<file path="config.mk">
export PLATFORM = sky130hd
export DESIGN_NAME = bounded_array_set_core
export DESIGN_NICKNAME = d
export VERILOG_FILES = /design/src/sv/bas_pkg.sv /design/src/sv/bas_ram.sv /design/src/sv/bas_seq.sv /design/src/sv/bounded_array_set_core.sv
export SDC_FILE = /design/constraint.sdc
export NUM_CORES = 1
export LEC_CHECK = 0
export BUFFER_PORTS_ARGS = -buffer_cell sky130_fd_sc_hd__buf_4
export CORE_ASPECT_RATIO = 1.5
export CORE_MARGIN = 1.5
export CORE_UTILIZATION = 40
export CTS_CLUSTER_SIZE = 28
export DETAILED_ROUTE_END_ITERATION = 16
export PLACE_DENSITY = 0.57
export RECOVER_POWER = 50
export SYNTH_ARGS = -nofsm -noshare
export SYNTH_HDL_FRONTEND = slang
export SYNTH_HIERARCHICAL = 1
export SYNTH_SLANG_ARGS = --single-unit
</file>
<file path="constraint.sdc">
create_clock -name clk -period 7.4 [get_ports clk]
set_clock_uncertainty 0.15 [all_clocks]
set_input_delay 0.74 -clock clk [delete_from_list [all_inputs] [get_ports clk]]
set_output_delay 0.74 -clock clk [all_outputs]
set_load 0.02 [all_outputs]
</file>
<file path="src/sv/bas_pkg.sv">
`timescale 1ns / 1ps
`default_nettype none

package bas_pkg;

	// set geometry
	localparam int CAPACITY = 16;
	localparam int KEY_BITS = 32;

	// fixed port widths
	localparam int OPCODE_BITS = 3;
	localparam int KEY_IN_BITS = 32;
	localparam int VALUE_BITS  = 32;
	localparam int COUNT_BITS  = 7;

	// stored key width: the key port carries at most KEY_IN_BITS bits
	localparam int KEY_W = (KEY_BITS < KEY_IN_BITS) ? KEY_BITS : KEY_IN_BITS;
	localparam int IDX_W = (CAPACITY > 1) ? $clog2(CAPACITY) : 1;
	localparam int CNT_W = $clog2(CAPACITY + 1);

	typedef enum logic [OPCODE_BITS-1:0] {
		OP_ADD      = 3'd0,
		OP_REMOVE   = 3'd1,
		OP_CONTAINS = 3'd2,
		OP_CLEAR    = 3'd3,
		OP_LIST     = 3'd4
	} opcode_t;

	// one result as produced by the sequencer
	typedef struct packed {
		logic             vld;
		logic             ok;
		logic [KEY_W-1:0] value;
		logic             last;
		logic [CNT_W-1:0] cnt;
	} res_t;

endpackage

`default_nettype wire

</file>
<file path="src/sv/bas_ram.sv">
`timescale 1ns / 1ps
`default_nettype none

module bas_ram #(
	parameter int WIDTH = 32,
	parameter int DEPTH = 16
) (
	input  wire logic                                    clk,
	input  wire logic                                    we,
	input  wire logic [((DEPTH > 1) ? $clog2(DEPTH) : 1)-1:0] waddr,
	input  wire logic [WIDTH-1:0]                        wdata,
	input  wire logic [((DEPTH > 1) ? $clog2(DEPTH) : 1)-1:0] raddr,
	output logic      [WIDTH-1:0]                        rdata
);

	logic [WIDTH-1:0] mem_q [DEPTH];
	logic [WIDTH-1:0] rdata_q;

	always_ff @(posedge clk) begin
		if (we) begin
			mem_q[waddr] <= wdata;
		end
		rdata_q <= mem_q[raddr];
	end

	assign rdata = rdata_q;

endmodule

`default_nettype wire

</file>
<file path="src/sv/bas_seq.sv">
`timescale 1ns / 1ps
`default_nettype none

module bas_seq (
	input  wire logic                                 clk,
	input  wire logic                                 arst_n,
	input  wire logic                                 start,
	input  wire logic [bas_pkg::OPCODE_BITS-1:0]      opcode,
	input  wire logic [bas_pkg::KEY_IN_BITS-1:0]      key,
	output logic                                      busy,
	output bas_pkg::res_t                             res
);

	typedef enum logic [3:0] {
		ST_IDLE   = 4'b0001,
		ST_SCAN   = 4'b0010,
		ST_RDLAST = 4'b0100,
		ST_MOVE   = 4'b1000
	} state_t;

	state_t                          state_q, state_d;
	bas_pkg::opcode_t                op_q, op_d;
	logic [bas_pkg::KEY_W-1:0]       key_q, key_d;
	logic [bas_pkg::CNT_W-1:0]       cnt_q, cnt_d;
	logic [bas_pkg::IDX_W-1:0]       rd_idx_q, rd_idx_d;
	logic [bas_pkg::IDX_W-1:0]       pidx_q, pidx_d;
	logic [bas_pkg::IDX_W-1:0]       fidx_q, fidx_d;
	logic                            iss_q, iss_d;
	logic                            pv_q, pv_d;

	logic                            ram_we;
	logic [bas_pkg::IDX_W-1:0]       ram_waddr;
	logic [bas_pkg::KEY_W-1:0]       ram_wdata;
	logic [bas_pkg::IDX_W-1:0]       ram_raddr;
	logic [bas_pkg::KEY_W-1:0]       ram_rdata;

	logic [bas_pkg::IDX_W-1:0]       last_idx;
	logic                            hit;
	logic                            at_end;

	bas_ram #(
		.WIDTH(bas_pkg::KEY_W),
		.DEPTH(bas_pkg::CAPACITY)
	) u_store (
		.clk  (clk),
		.we   (ram_we),
		.waddr(ram_waddr),
		.wdata(ram_wdata),
		.raddr(ram_raddr),
		.rdata(ram_rdata)
	);

	assign last_idx = bas_pkg::IDX_W'(cnt_q - bas_pkg::CNT_W'(1));
	// the one shared comparator
	assign hit      = (ram_rdata == key_q);
	assign at_end   = (pidx_q == last_idx);
	assign busy     = (state_q != ST_IDLE);

	always_comb begin
		state_d   = state_q;
		op_d      = op_q;
		key_d     = key_q;
		cnt_d     = cnt_q;
		rd_idx_d  = rd_idx_q;
		pidx_d    = pidx_q;
		fidx_d    = fidx_q;
		iss_d     = iss_q;
		pv_d      = 1'b0;
		ram_we    = 1'b0;
		ram_waddr = '0;
		ram_wdata = key_q;
		ram_raddr = rd_idx_q;
		res.vld   = 1'b0;
		res.ok    = 1'b0;
		res.value = '0;
		res.last  = 1'b1;

		unique case (state_q)
			ST_IDLE: begin
				if (start) begin
					op_d     = bas_pkg::opcode_t'(opcode);
					key_d    = key[bas_pkg::KEY_W-1:0];
					rd_idx_d = '0;
					case (bas_pkg::opcode_t'(opcode)) inside
						bas_pkg::OP_CLEAR: begin
							cnt_d   = '0;
							res.vld = 1'b1;
							res.ok  = 1'b1;
						end
						bas_pkg::OP_ADD: begin
							if (cnt_q == bas_pkg::CNT_W'(bas_pkg::CAPACITY)) begin
								res.vld = 1'b1;
							end else if (cnt_q == '0) begin
								// empty set: nothing to search, write straight in
								ram_we    = 1'b1;
								ram_waddr = '0;
								ram_wdata = key[bas_pkg::KEY_W-1:0];
								cnt_d     = bas_pkg::CNT_W'(1);
								res.vld   = 1'b1;
								res.ok    = 1'b1;
							end else begin
								state_d = ST_SCAN;
							end
						end
						bas_pkg::OP_REMOVE, bas_pkg::OP_CONTAINS, bas_pkg::OP_LIST: begin
							if (cnt_q == '0) begin
								res.vld = 1'b1;
							end else begin
								state_d = ST_SCAN;
							end
						end
						default: begin
							res.vld = 1'b1;
						end
					endcase
					// reads are issued only when a scan follows
					iss_d = (state_d == ST_SCAN);
				end
			end

			ST_SCAN: begin
				// issue side: one read per cycle up to the last entry
				if (iss_q) begin
					pidx_d = rd_idx_q;
					pv_d   = 1'b1;
					if (rd_idx_q == last_idx) begin
						iss_d = 1'b0;
					end else begin
						rd_idx_d = rd_idx_q + bas_pkg::IDX_W'(1);
					end
				end
				// compare side: data of the previous read
				if (pv_q) begin
					case (op_q)
						bas_pkg::OP_LIST: begin
							res.vld   = 1'b1;
							res.ok    = 1'b1;
							res.value = ram_rdata;
							res.last  = at_end;
							if (at_end) begin
								state_d = ST_IDLE;
							end
						end
						bas_pkg::OP_CONTAINS: begin
							if (hit || at_end) begin
								res.vld = 1'b1;
								res.ok  = hit;
								state_d = ST_IDLE;
							end
						end
						bas_pkg::OP_ADD: begin
							if (hit) begin
								res.vld = 1'b1;
								state_d = ST_IDLE;
							end else if (at_end) begin
								ram_we    = 1'b1;
								ram_waddr = cnt_q[bas_pkg::IDX_W-1:0];
								ram_wdata = key_q;
								cnt_d     = cnt_q + bas_pkg::CNT_W'(1);
								res.vld   = 1'b1;
								res.ok    = 1'b1;
								state_d   = ST_IDLE;
							end
						end
						bas_pkg::OP_REMOVE: begin
							if (hit && at_end) begin
								cnt_d   = cnt_q - bas_pkg::CNT_W'(1);
								res.vld = 1'b1;
								res.ok  = 1'b1;
								state_d = ST_IDLE;
							end else if (hit) begin
								fidx_d  = pidx_q;
								state_d = ST_RDLAST;
							end else if (at_end) begin
								res.vld = 1'b1;
								state_d = ST_IDLE;
							end
						end
						default: begin
							res.vld = 1'b1;
							state_d = ST_IDLE;
						end
					endcase
				end
				if (state_d != ST_SCAN) begin
					pv_d  = 1'b0;
					iss_d = 1'b0;
				end
			end

			ST_RDLAST: begin
				ram_raddr = last_idx;
				state_d   = ST_MOVE;
			end

			ST_MOVE: begin
				// last entry fills the hole
				ram_we    = 1'b1;
				ram_waddr = fidx_q;
				ram_wdata = ram_rdata;
				cnt_d     = cnt_q - bas_pkg::CNT_W'(1);
				res.vld   = 1'b1;
				res.ok    = 1'b1;
				state_d   = ST_IDLE;
			end

			default: begin
				state_d = ST_IDLE;
			end
		endcase

		res.cnt = cnt_d;
	end

	always_ff @(posedge clk or negedge arst_n) begin
		if (!arst_n) begin
			state_q <= ST_IDLE;
			cnt_q   <= '0;
			iss_q   <= 1'b0;
			pv_q    <= 1'b0;
		end else begin
			state_q <= state_d;
			cnt_q   <= cnt_d;
			iss_q   <= iss_d;
			pv_q    <= pv_d;
		end
	end

	always_ff @(posedge clk) begin
		op_q     <= op_d;
		key_q    <= key_d;
		rd_idx_q <= rd_idx_d;
		pidx_q   <= pidx_d;
		fidx_q   <= fidx_d;
	end

	a_cnt_bound: assert property (@(posedge clk) disable iff (!arst_n)
		cnt_q <= bas_pkg::CNT_W'(bas_pkg::CAPACITY))
		else $error("entry count above capacity");

	a_last_to_idle: assert property (@(posedge clk) disable iff (!arst_n)
		(res.vld && res.last) |=> (state_q == ST_IDLE))
		else $error("sequencer busy after final result");

	a_idle_no_compare: assert property (@(posedge clk) disable iff (!arst_n)
		(state_q == ST_IDLE) |-> (!pv_q && !iss_q))
		else $error("scan pipeline active while idle");

	a_pipe_in_range: assert property (@(posedge clk) disable iff (!arst_n)
		(state_q == ST_SCAN && pv_q) |-> (pidx_q <= last_idx))
		else $error("compare beyond last entry");

endmodule

`default_nettype wire

</file>
<file path="src/sv/bounded_array_set_core.sv">
`timescale 1ns / 1ps
`default_nettype none

// set of up to bas_pkg::CAPACITY distinct keys kept unordered in a store with
// one write port and one read port, searched linearly by one comparator. a
// request transfers on a clock edge with start high and busy low; results come
// out one per cycle marked by done, in the cycle after the sequencer forms them,
// and the receiver cannot stall them. clear, unused opcodes, a full-set add, and
// any search or list on an empty set finish at the accepting edge. add, remove
// and contains read one entry per cycle through the store's registered read
// port and stop early on a hit; a remove that hits before the last entry then
// reads the last entry and moves it into the hole. list gives one result per
// cycle once the first read returns. busy drops in the cycle the final result
// is driven, so the next request may transfer while that result is still on
// the outputs.
module bounded_array_set_core (
	input  wire logic                                 clk,
	input  wire logic                                 arst_n,
	input  wire logic                                 start,
	output logic                                      busy,
	input  wire logic [bas_pkg::OPCODE_BITS-1:0]      opcode,
	input  wire logic [bas_pkg::KEY_IN_BITS-1:0]      key,
	output logic                                      done,
	output logic                                      ok,
	output logic      [bas_pkg::VALUE_BITS-1:0]       entry_value,
	output logic                                      last,
	output logic      [bas_pkg::COUNT_BITS-1:0]       count,
	output logic                                      empty_res
);

	bas_pkg::res_t                    res;

	// output register: each result shows for exactly one cycle
	logic                             done_q;
	logic                             ok_q;
	logic [bas_pkg::VALUE_BITS-1:0]   value_q;
	logic                             last_q;
	logic [bas_pkg::COUNT_BITS-1:0]   count_q;
	logic                             empty_q;

	// sequencer, store and comparator
	bas_seq u_seq (
		.clk   (clk),
		.arst_n(arst_n),
		.start (start),
		.opcode(opcode),
		.key   (key),
		.busy  (busy),
		.res   (res)
	);

	always_ff @(posedge clk or negedge arst_n) begin
		if (!arst_n) begin
			done_q <= 1'b0;
		end else begin
			done_q <= res.vld;
		end
	end

	// payload needs no reset; it only counts under done
	always_ff @(posedge clk) begin
		ok_q    <= res.ok;
		value_q <= bas_pkg::VALUE_BITS'(res.value);
		last_q  <= res.last;
		count_q <= bas_pkg::COUNT_BITS'(res.cnt);
		empty_q <= (res.cnt == '0);
	end

	assign done        = done_q;
	assign ok          = ok_q;
	assign entry_value = value_q;
	assign last        = last_q;
	assign count       = count_q;
	assign empty_res   = empty_q;

endmodule

`default_nettype wire
</file>
# Yosys cells after proc, flatten, opt, wreduce, memory -nomap -nowiden
# Memory sizes are Yosys's and may differ from the RTL's. A register that Yosys moved wholly into a read port is not among the register bits.
# Cells that the tools add are included.
[totals]
ff_bits = 99
ram_bits = 512
inputBits = 38
out_inout_bits = 44
wordCells = 139
n_memories = 1
[mem_list]
columns = ["name", "depth", "word_bits", "rd", "rd_clocked_by_memory_dff", "wr", "line_no", "source"]
rows = [
  ["u_seq.u_store.mem_q", 16, 32, 1, 1, 1, "bas_ram.sv:16", "logic [WIDTH-1:0] mem_q [DEPTH];"],
]
[op_classes]
add_sub_neg = 3
eq_ne = 21
mux = 84
bitwise_logic = 1
reduce_logical = 14
[ops]
columns = ["cell", "count"]
rows = [
  ["two-way mux 32 bit", 5],
  ["two-way mux 4 bit", 23],
  ["case mux 32 bit (2 select lines)", 1],
  ["two-way mux 5 bit", 9],
  ["two-way mux 35 bit", 1],
  ["two-way mux 33 bit", 1],
  ["equality test 32 bit", 1],
  ["two-way mux 1 bit", 29],
  ["case mux 4 bit (2 select lines)", 2],
  ["case mux 4 bit (4 select lines)", 1],
  ["case mux 5 bit (3 select lines)", 1],
  ["case mux 4 bit (3 select lines)", 1],
  ["logical NOT 5 bit", 2],
  ["case mux 5 bit (2 select lines)", 1],
  ["equality test 3 x 2 -> 1 bit, second input constant", 3],
  ["equality test 4 x 2 -> 1 bit, second input constant", 2],
  ["equality test 4 bit", 2],
  ["two-way mux 2 bit", 4],
  ["equality test 3 x 1 -> 1 bit, second input constant", 2],
  ["equality test 3 bit, second input constant", 2],
  ["logical NOT 3 bit", 2],
  ["case mux 1 bit (3 select lines)", 2],
  ["case mux 2 bit (3 select lines)", 1],
  ["AND reduction 2 bit", 3],
  ["21 further kinds", 22],
]

# Logic depth before layout (Yosys ltp)
# Gate-level depths: netlist of the first run.
[logic_depth]
word_depth = 11
mapped_depth = 16
ltp_nobuf = 13

# By module
# Netlist of the first run, hierarchy kept.
[modules_own_cells]
columns = ["module", "instances", "cells_each", "area_per_inst_um2"]
rows = [
  ["bas_ram", 1, 838, 19835.3],
  ["bas_seq", 1, 436, 4137.7],
  ["bounded_array_set_core", 1, 46, 855.8],
]

# Worst setup path before layout of the first run
# No wires, ideal clock.
[synth_path]
path_type = "flip-flop to flip-flop"
startpoint = "reg u_seq/cnt_q[0] (netlist name)"
endpoint = "mem u_seq.u_store.mem_q[0][0] (enable)"
setup_time_ns = 0.461
t_arrival_ns = 4.940
required_ns = 6.789
path_slack_ns = 1.849
stages_incl_launch_ff = 12
n_path_buf = 3
synth_period_minus_slack_ns = 5.551
path_cell_list = "dfrtp_1 -> buf_2 -> inv_1 -> ha_1 -> buf_6 -> or3b_2 -> nor4_4 -> nor2_1 -> clkbuf_1 -> nand2_1 -> or3b_2 -> nor3_1"
[synth_between]
elab_chain_cells = 9
elab_cells_between_ends = 21
classes_between = "1 x add/sub; 2 x eq/ne; 17 x mux; 1 x reduce/logical"
[synth_lines]
columns = ["item", "line_no", "source"]
rows = [
  ["start: declaration", "bas_seq.sv:24", "logic [bas_pkg::CNT_W-1:0] cnt_q, cnt_d;"],
  ["start signal: assignment", "bas_seq.sv:223", "cnt_q <= cnt_d;"],
  ["subtractor 5 x 1 -> 5 bit / logical NOT 5 bit (equally long branches)", "bas_seq.sv:53, bas_seq.sv:93", ""],
  ["equality test 4 bit / two-way mux 1 bit (equally long branches)", "bas_seq.sv:56, bas_seq.sv:93", ""],
  ["two-way mux 1 bit, on equally long branches", "bas_seq.sv:155, bas_seq.sv:91", ""],
  ["two-way mux 1 bit, on equally long branches", "bas_seq.sv:152, bas_seq.sv:84", ""],
  ["two-way mux 1 bit, on equally long branches", "bas_seq.sv:134, bas_seq.sv:84", ""],
  ["two-way mux 1 bit, on equally long branches", "bas_seq.sv:133, bas_seq.sv:80", ""],
  ["case mux 1 bit (3 select lines) (*)", "bas_seq.sv:78", "unique case (state_q)"],
  ["via u_seq.ram_we", "bas_seq.sv:31", "logic ram_we;"],
  ["two-way mux 1 bit (*)", "bas_ram.sv:20", "if (we) begin"],
  ["two-way mux 1 bit (not written as such) (*)", "bas_ram.sv:21", "mem_q[waddr] <= wdata;"],
  ["end: declaration", "bas_ram.sv:16", ""],
]
# Mark *: on every way through the listed nets, which the timed path passes. The rest lies on a longest branch.

# Worst setup path after layout of the first run
[layout_path]
startpoint = "reg u_seq/cnt_q[0] (netlist name)"
endpoint = "mem u_seq.u_store.mem_q[2][14] (enable)"
# The elaborated chain is that of the path after synthesis.

==> run metrics, run 1 <==
Num Clock Sinks 643; Worst-path clk slew 60 ps; Worst Hold Class input pin to register; clock buffer count from CTS 58; grt ovf 0; Final Power 8862 µW; worst vdd ir 0.1984 mV; largest net degree at the start of global routing 129; Clock Path Buffers 3; DRT Pass-1 Iters 5; P_leak 0.009032 µW; Routed WL 61830 µm; Combinational Power Share 16.1%; sequential cell area fraction in the yosys report 74.63%; Layout area overhead 12.97%; Hold Crit Start key[2]; I/O pins 82; TritonCTS clock tree built; Worst-Margin Slew 2809 ps; Mapped Cells 1320; crit path time final 5126 ps; Routed Antenna Nets 0; EDFF count, synth 559; Via Count 12683; sequential power share 49.9%; Worst EP required 7480 ps; Max Slew Vio Count 73; Synth top area share 67.61%; Final GP Congestion 0.8490; Max Clk Rate 195.1 MHz; Async S/R FF share, synth 1.866%; RR Startpoint u_seq/cnt_q[0]; final worst-path cycle share 69.27%; post-synth top area cell edfxtp_1; commonest non-fill, non-tap cell in the layout edfxtp_1; Port Buf Inserts 79; final setup vio count 0; Worst Setup Start Kind register; max_slew headroom -87.96%; Setup TNS 0 ps; most frequent cells in the layout edfxtp_1 (559), mux4_2 (128), nand2_1 (121), a22oi_1 (96), clkbuf_1 (88); Clk Latency, worst-skew pair 630 ps; Internal Power 6460 µW; synth warn 6; Cell variety after synth 70; Switching Share 27.11%; post-CTS setup repair buffer count 0; Mapped Area 24830 µm²; CTS root buffer clkbuf_16; clock power share 34.0%; Worst Setup End Kind register; initial core utilization 40.54%; DR vias/cell 5.637; pwr dens 315.9 nW/µm²; die width 206.4 µm; prevailing post-synth register cell edfxtp_1; crit path DAT 5200 ps; Final Hold Viols 0; layout cells sized above 1 19.49%; Core Rows 111; post-DP HPWL 36850 µm; top post-synthesis cells by area edfxtp_1 (68%), mux4_2 (12%), dfxtp_1 (5.8%), a22oi_1 (2.9%), nand2_1 (1.8%); crit path from u_seq/cnt_q[0]; Core Area 61250 µm²; WL/cell 27.48 µm; syn_area_per_cell 18.81 µm²; CP Max Fanout 35; final net count 1450; Die Height 308.1 µm; status complete, but fails checks; vias in the first global route 13292; Max-Cap Viols 2; first-pass GRT wire length 90490 µm; #FFs+latches synth 643; Switch Pwr 2402 µW; RSZ-0062 raised after global routing no; # DRC 0; failing checks capacitance limit, slew limit; starting DRC count in detailed routing 1164; htree depth 2; gr usage total 19.97%; total die area 63610 µm²; crit path kind register to register; initial antenna violation count 2
-- final cells by class --
type                       count  area (µm²)
clock inverter                26       220.2
inverter                      10       37.54
clock buffer                  83        1698
fill                        5193       33200
tap                          791       989.7
sequential                   643       18530
antenna                        2       5.005
timing repair buffer          99       498.0
multi-input combinational    596        6071
-- layer usage --
metal  GRT usage [%]  share of wire (%)  wire length [µm]  vias to the layer above
met3           2.631                4.4              2703                      106
met4           8.375                4.2              2598                        0
met1           25.21                 40             24440                     6715
li1                -                  -                 -                     5480
met5               0                  0                 0                        -
met2           34.39                 52             32090                      382
-- per-stage QoR --
stage                     utilization (%)  hold slack [ps]  cell area (µm²)  setup WS, ps  std cells
after detailed placement            43.14            346.3            26420          2333       2137
final                               45.79            185.1            28050          2274       2250
after global placement              43.14            355.1            26420          2408       2137
after floorplan                         -            288.3            24830          1849       1321
after CTS                           46.29            110.5            28350          2303       2247
after global routing                45.79            164.7            28050          1998       2249
-- sequential cells by signal, summed over array words and instances (netlist names), 3 cells and up --
signal               count
u_seq/key_q             32
u_seq/state_q            4
u_seq/cnt_q              5
u_seq/fidx_q             4
u_seq/u_store/rdata     32
u_seq/pidx_q             4
u_seq/rd_idx_q           4
entry_value             32
u_seq/op_q               3
u_seq/u_store/mem_q    512
count                    5
-- Yosys cell counts, drive strengths merged, types with 3 or more instances --
| library cell | count |
|---|---|
| nor2 | 34 |
| a31oi | 3 |
| o211ai | 3 |
| a32o | 5 |
| or3 | 3 |
| and2 | 35 |
| nand3 | 10 |
| o31ai | 3 |
| ha | 4 |
| or4 | 3 |
| nand2b | 3 |
| nand4 | 5 |
| nor3 | 11 |
| xor2 | 37 |
| clkbuf | 37 |
| o21ai | 13 |
| mux2i | 3 |
| edfxtp | 559 |
| buf | 35 |
| dfrtp | 11 |
| nand3b | 3 |
| nor4 | 13 |
| dfxtp | 72 |
| xnor2 | 5 |
| mux4 | 128 |
| a22oi | 96 |
| nor4b | 3 |
| nor2b | 3 |
| a21oi | 9 |
| nand2 | 122 |
| inv | 10 |
-- logic make-up (layout without fill, tap and decap cells) --
family / after synthesis / in the layout / synth area share, %
other: 1 / 4 / 0.01510
flip-flops: 643 / 643 / 74.63
XOR/XNOR: 44 / 44 / 1.668
multiplexers: 131 / 131 / 11.73
buffers and inverters: 82 / 218 / 1.512
AND/OR/NAND/NOR: 259 / 259 / 5.599
adder cells (fa/ha/maj): 5 / 5 / 0.2419
AO/OA/AOI/OAI: 155 / 155 / 4.606
-- path summary, 6_finish.rpt --
kind	endpoint	slack (ps)	cells after the start
max	u_seq/u_store/mem_q[2][14]	2270	9
min reg2reg	entry_value[1]	350	1
max reg2reg	u_seq/u_store/mem_q[2][14]	2270	9
max in group asynchronous	done	6010	2
min	u_seq/key_q[2]	190	1
min in group asynchronous	u_seq/state_q[3]	570	2
-- repair_timing --
action                    CTS  global route
hold endpoints to repair   12             0
hold buffers                1             0
gates resized for setup     0             0
-- power groups by stage --
stage,clock network (µW),registers [µW],logic [µW]
finish,3010,4420,1430
floorplan,0,4440,971
global placement,0,4490,1460
detailed placement,0,4490,1470
CTS,3080,4420,1480
global route,3210,4440,1530
-- worst max-delay path: stages, from the launching register on --
cell and delay (ps):
dfrtp_1 560, inv_1 160, ha_1 360, or3b_2 520, nor4_1 250, buf_4 510, nor2_4 330, nand2_1 230
or3b_2 590, nor2_4 1020
Power figures use the tool's default switching activity.
==> run 2: changes to the inputs <==
--- a/config.mk
+++ b/config.mk
@@ -11,7 +11,7 @@
 export CORE_UTILIZATION = 40
 export CTS_CLUSTER_SIZE = 28
 export DETAILED_ROUTE_END_ITERATION = 16
-export PLACE_DENSITY = 0.57
+export PLACE_DENSITY = 0.59
 export RECOVER_POWER = 50
 export SYNTH_ARGS = -nofsm -noshare
 export SYNTH_HDL_FRONTEND = slang
==> constraint.sdc (replaced) <==
create_clock -name clk -period 4.6 [get_ports clk]
set_clock_uncertainty 0.15 [all_clocks]
set_input_delay 0.46 -clock clk [delete_from_list [all_inputs] [get_ports clk]]
set_output_delay 0.46 -clock clk [all_outputs]
set_load 0.02 [all_outputs]
==> run 2 against run 1 <==
The flow still finishes with violations (capacitance limit, slew limit); critical path type unchanged; power increased by 62%; count of clock-buffer cells in the layout is 4 higher; non-clock buffer count increased by 77; setup slack got worse by 1800 ps; first-iteration DRC count up 3.7%; global-route usage about the same; core utilization up 1.6 points.
==> run metrics, run 2 (synthesis results as in run 1) <==
largest net degree at the start of global routing 53 (was 129); Inst Count DP 2180 (was 2137); gr usage total 20.01% (was 19.97%); commonest non-fill, non-tap cell in the layout edfxtp_1 (unchanged); initial antenna violation count 1 (was 2); initial core utilization 40.54% (unchanged); final std cells w/o fill 2323 (was 2250); CTS root buffer clkbuf_16 (unchanged); pwr dens 495.1 nW/µm² (was 315.9 nW/µm²); crit path time final 4140 ps (was 5126 ps); layout cells sized above 1 21.67% (was 19.49%); max_slew headroom -36.19% (was -87.96%); Worst Hold Class input pin to asynchronous set/reset pin (was input pin to register); final net count 1526 (was 1450); Setup TNS 0 ps (unchanged); grt ovf 0 (unchanged); Worst EP required 4760 ps (was 7480 ps); DR vias/cell 5.625 (was 5.637); Worst-Margin Slew 2041 ps (was 2809 ps); post-CTS setup repair buffer count 0 (unchanged); Core Area 61250 µm² (unchanged); Layout area overhead 16.88% (was 12.97%); clock buffer count from CTS 57 (was 58); # DRC 0 (unchanged); DRT Pass-1 Iters 6 (was 5); Worst-path clk slew 70 ps (was 60 ps); failing checks capacitance limit, slew limit (unchanged); die width 206.4 µm (unchanged); Max Clk Rate 241.6 MHz (was 195.1 MHz); total die area 63610 µm² (unchanged); n_diodes 0 (was 2); Worst Setup EP u_seq/u_store/mem_q[10][11] (was u_seq/u_store/mem_q[2][14]); # resized after CTS 0 (unchanged); Clk Latency, worst-skew pair 610 ps (was 630 ps); max reg flops 512 (unchanged); final worst-path cycle share 89.99% (was 69.27%); Worst R2R Setup Slack 460 ps (was 2270 ps); Core Rows 111 (unchanged); Worst Setup End Kind register (unchanged); Clock Path Buffers 3 (unchanged); Num Clock Sinks 643 (unchanged); crit path from u_seq/key_q[29] (was u_seq/cnt_q[0]); Routed WL 62260 µm (was 61830 µm); first-pass GRT wire length 91180 µm (was 90490 µm); Max-Cap Viols 3 (was 2); htree depth 2 (unchanged); Worst R2R Path Depth 9 (unchanged); Routed Antenna Nets 0 (unchanged); crit path DAT 4300 ps (was 5200 ps); fin util 47.38% (was 45.79%); Max Slew Vio Count 77 (was 73); Die Height 308.1 µm (unchanged); r2r endpoint u_seq/u_store/mem_q[10][11] (was u_seq/u_store/mem_q[2][14]); status complete, but fails checks (unchanged); P_leak 0.009472 µW (was 0.009032 µW); I/O pins 82 (unchanged); Final Hold Viols 0 (unchanged); Hold Buf Count CTS 36 (was 1); CP Max Fanout 15 (was 35); crit path kind register to register (unchanged); Top reg by flops u_seq/u_store/mem_q (unchanged); Port Buf Inserts 79 (unchanged); vias in the first global route 13474 (was 13292); RSZ-0062 raised after global routing no (unchanged); most frequent cells in the layout edfxtp_1 (559), mux4_2 (128), nand2_1 (122), a22oi_1 (96), clkbuf_1 (82) (was edfxtp_1 (559), mux4_2 (128), nand2_1 (121), a22oi_1 (96), clkbuf_1 (88)); post-DP HPWL 39180 µm (was 36850 µm); Via Count 13068 (was 12683); Worst Setup Start Kind register (unchanged); RR Startpoint u_seq/key_q[29] (was u_seq/cnt_q[0]); final setup vio count 0 (unchanged); Final GP Congestion 0.8935 (was 0.8490); WL/cell 26.80 µm (was 27.48 µm); starting DRC count in detailed routing 1207 (was 1164); worst vdd ir 0.2567 mV (was 0.1984 mV); TritonCTS clock tree built (unchanged)
[run 2: cell count changes in the layout (fill, tap and decap cells not counted), moves of 6 or more]
cell           delta
buf_4            +19
clkbuf_1          -6
buf_12           +22
clkbuf_4          +9
dlygate4sd3_1    +35
[run 2: per-layer routing]
layer  wire length [µm]  global-route usage [%]
met5                  0                       0
met4               1773                   6.572
met3               2968                   2.620
met2              32870                   35.10
met1              24650                   25.45
[run 2: final cells by class]
type	instances	area [µm²]
clock buffers	87	1714
clock inverters	20	182.7
fillers	5134	32230
inverters	10	37.54
multi-input cells	596	6097
flip-flops and latches	643	18530
well taps	791	989.7
repair buffers	176	1470
[run 2: metrics by stage]
| step | cell area (µm²) | worst slack [ps] | hold slack (ps) | power [µW] |
|---|---|---|---|---|
| global route | 29020 | 341.0 | 330.6 | 14870 |
| global placement | 27060 | 842.9 | 169.5 | 9711 |
| floorplan | 24850 | -79.38 | 14.41 | 8700 |
| detailed placement | 27060 | 789.6 | 171.1 | 9748 |
| finish | 29020 | 460.4 | 285.6 | 14370 |
| CTS | 29320 | 773.1 | 66.43 | 14550 |
[run 2: how the worst min path moves through the flow]
stage | cells after the start | from | slack (ps) | endpoint
5_1_grt | 2 | arst_n | 330 | u_seq/cnt_q[4]
3_5_place_dp | 1 | arst_n | 170 | u_seq/state_q[3]
4_1_cts | 2 | arst_n | 70 | u_seq/cnt_q[4]
2_1_floorplan | 0 | arst_n | 10 | done
6_report | 2 | arst_n | 290 | u_seq/cnt_q[4]
3_3_place_gp | 1 | arst_n | 170 | u_seq/state_q[1]
[run 2: where the power goes]
group	internal, µW	switching, µW	total (µW)
combinational	895	1600	2490
sequential	6870	218	7080
clock	2730	2050	4790
[run 2: worst max-delay path, stage by stage (launching register included)]
cell and delay, ps:
edfxtp_1 410, xor2_1 230, nor4_1 640, and4_1 520, nand2_1 330, a32o_1 390
buf_4 170, nand2b_1 320, nor2_4 440, buf_12 220
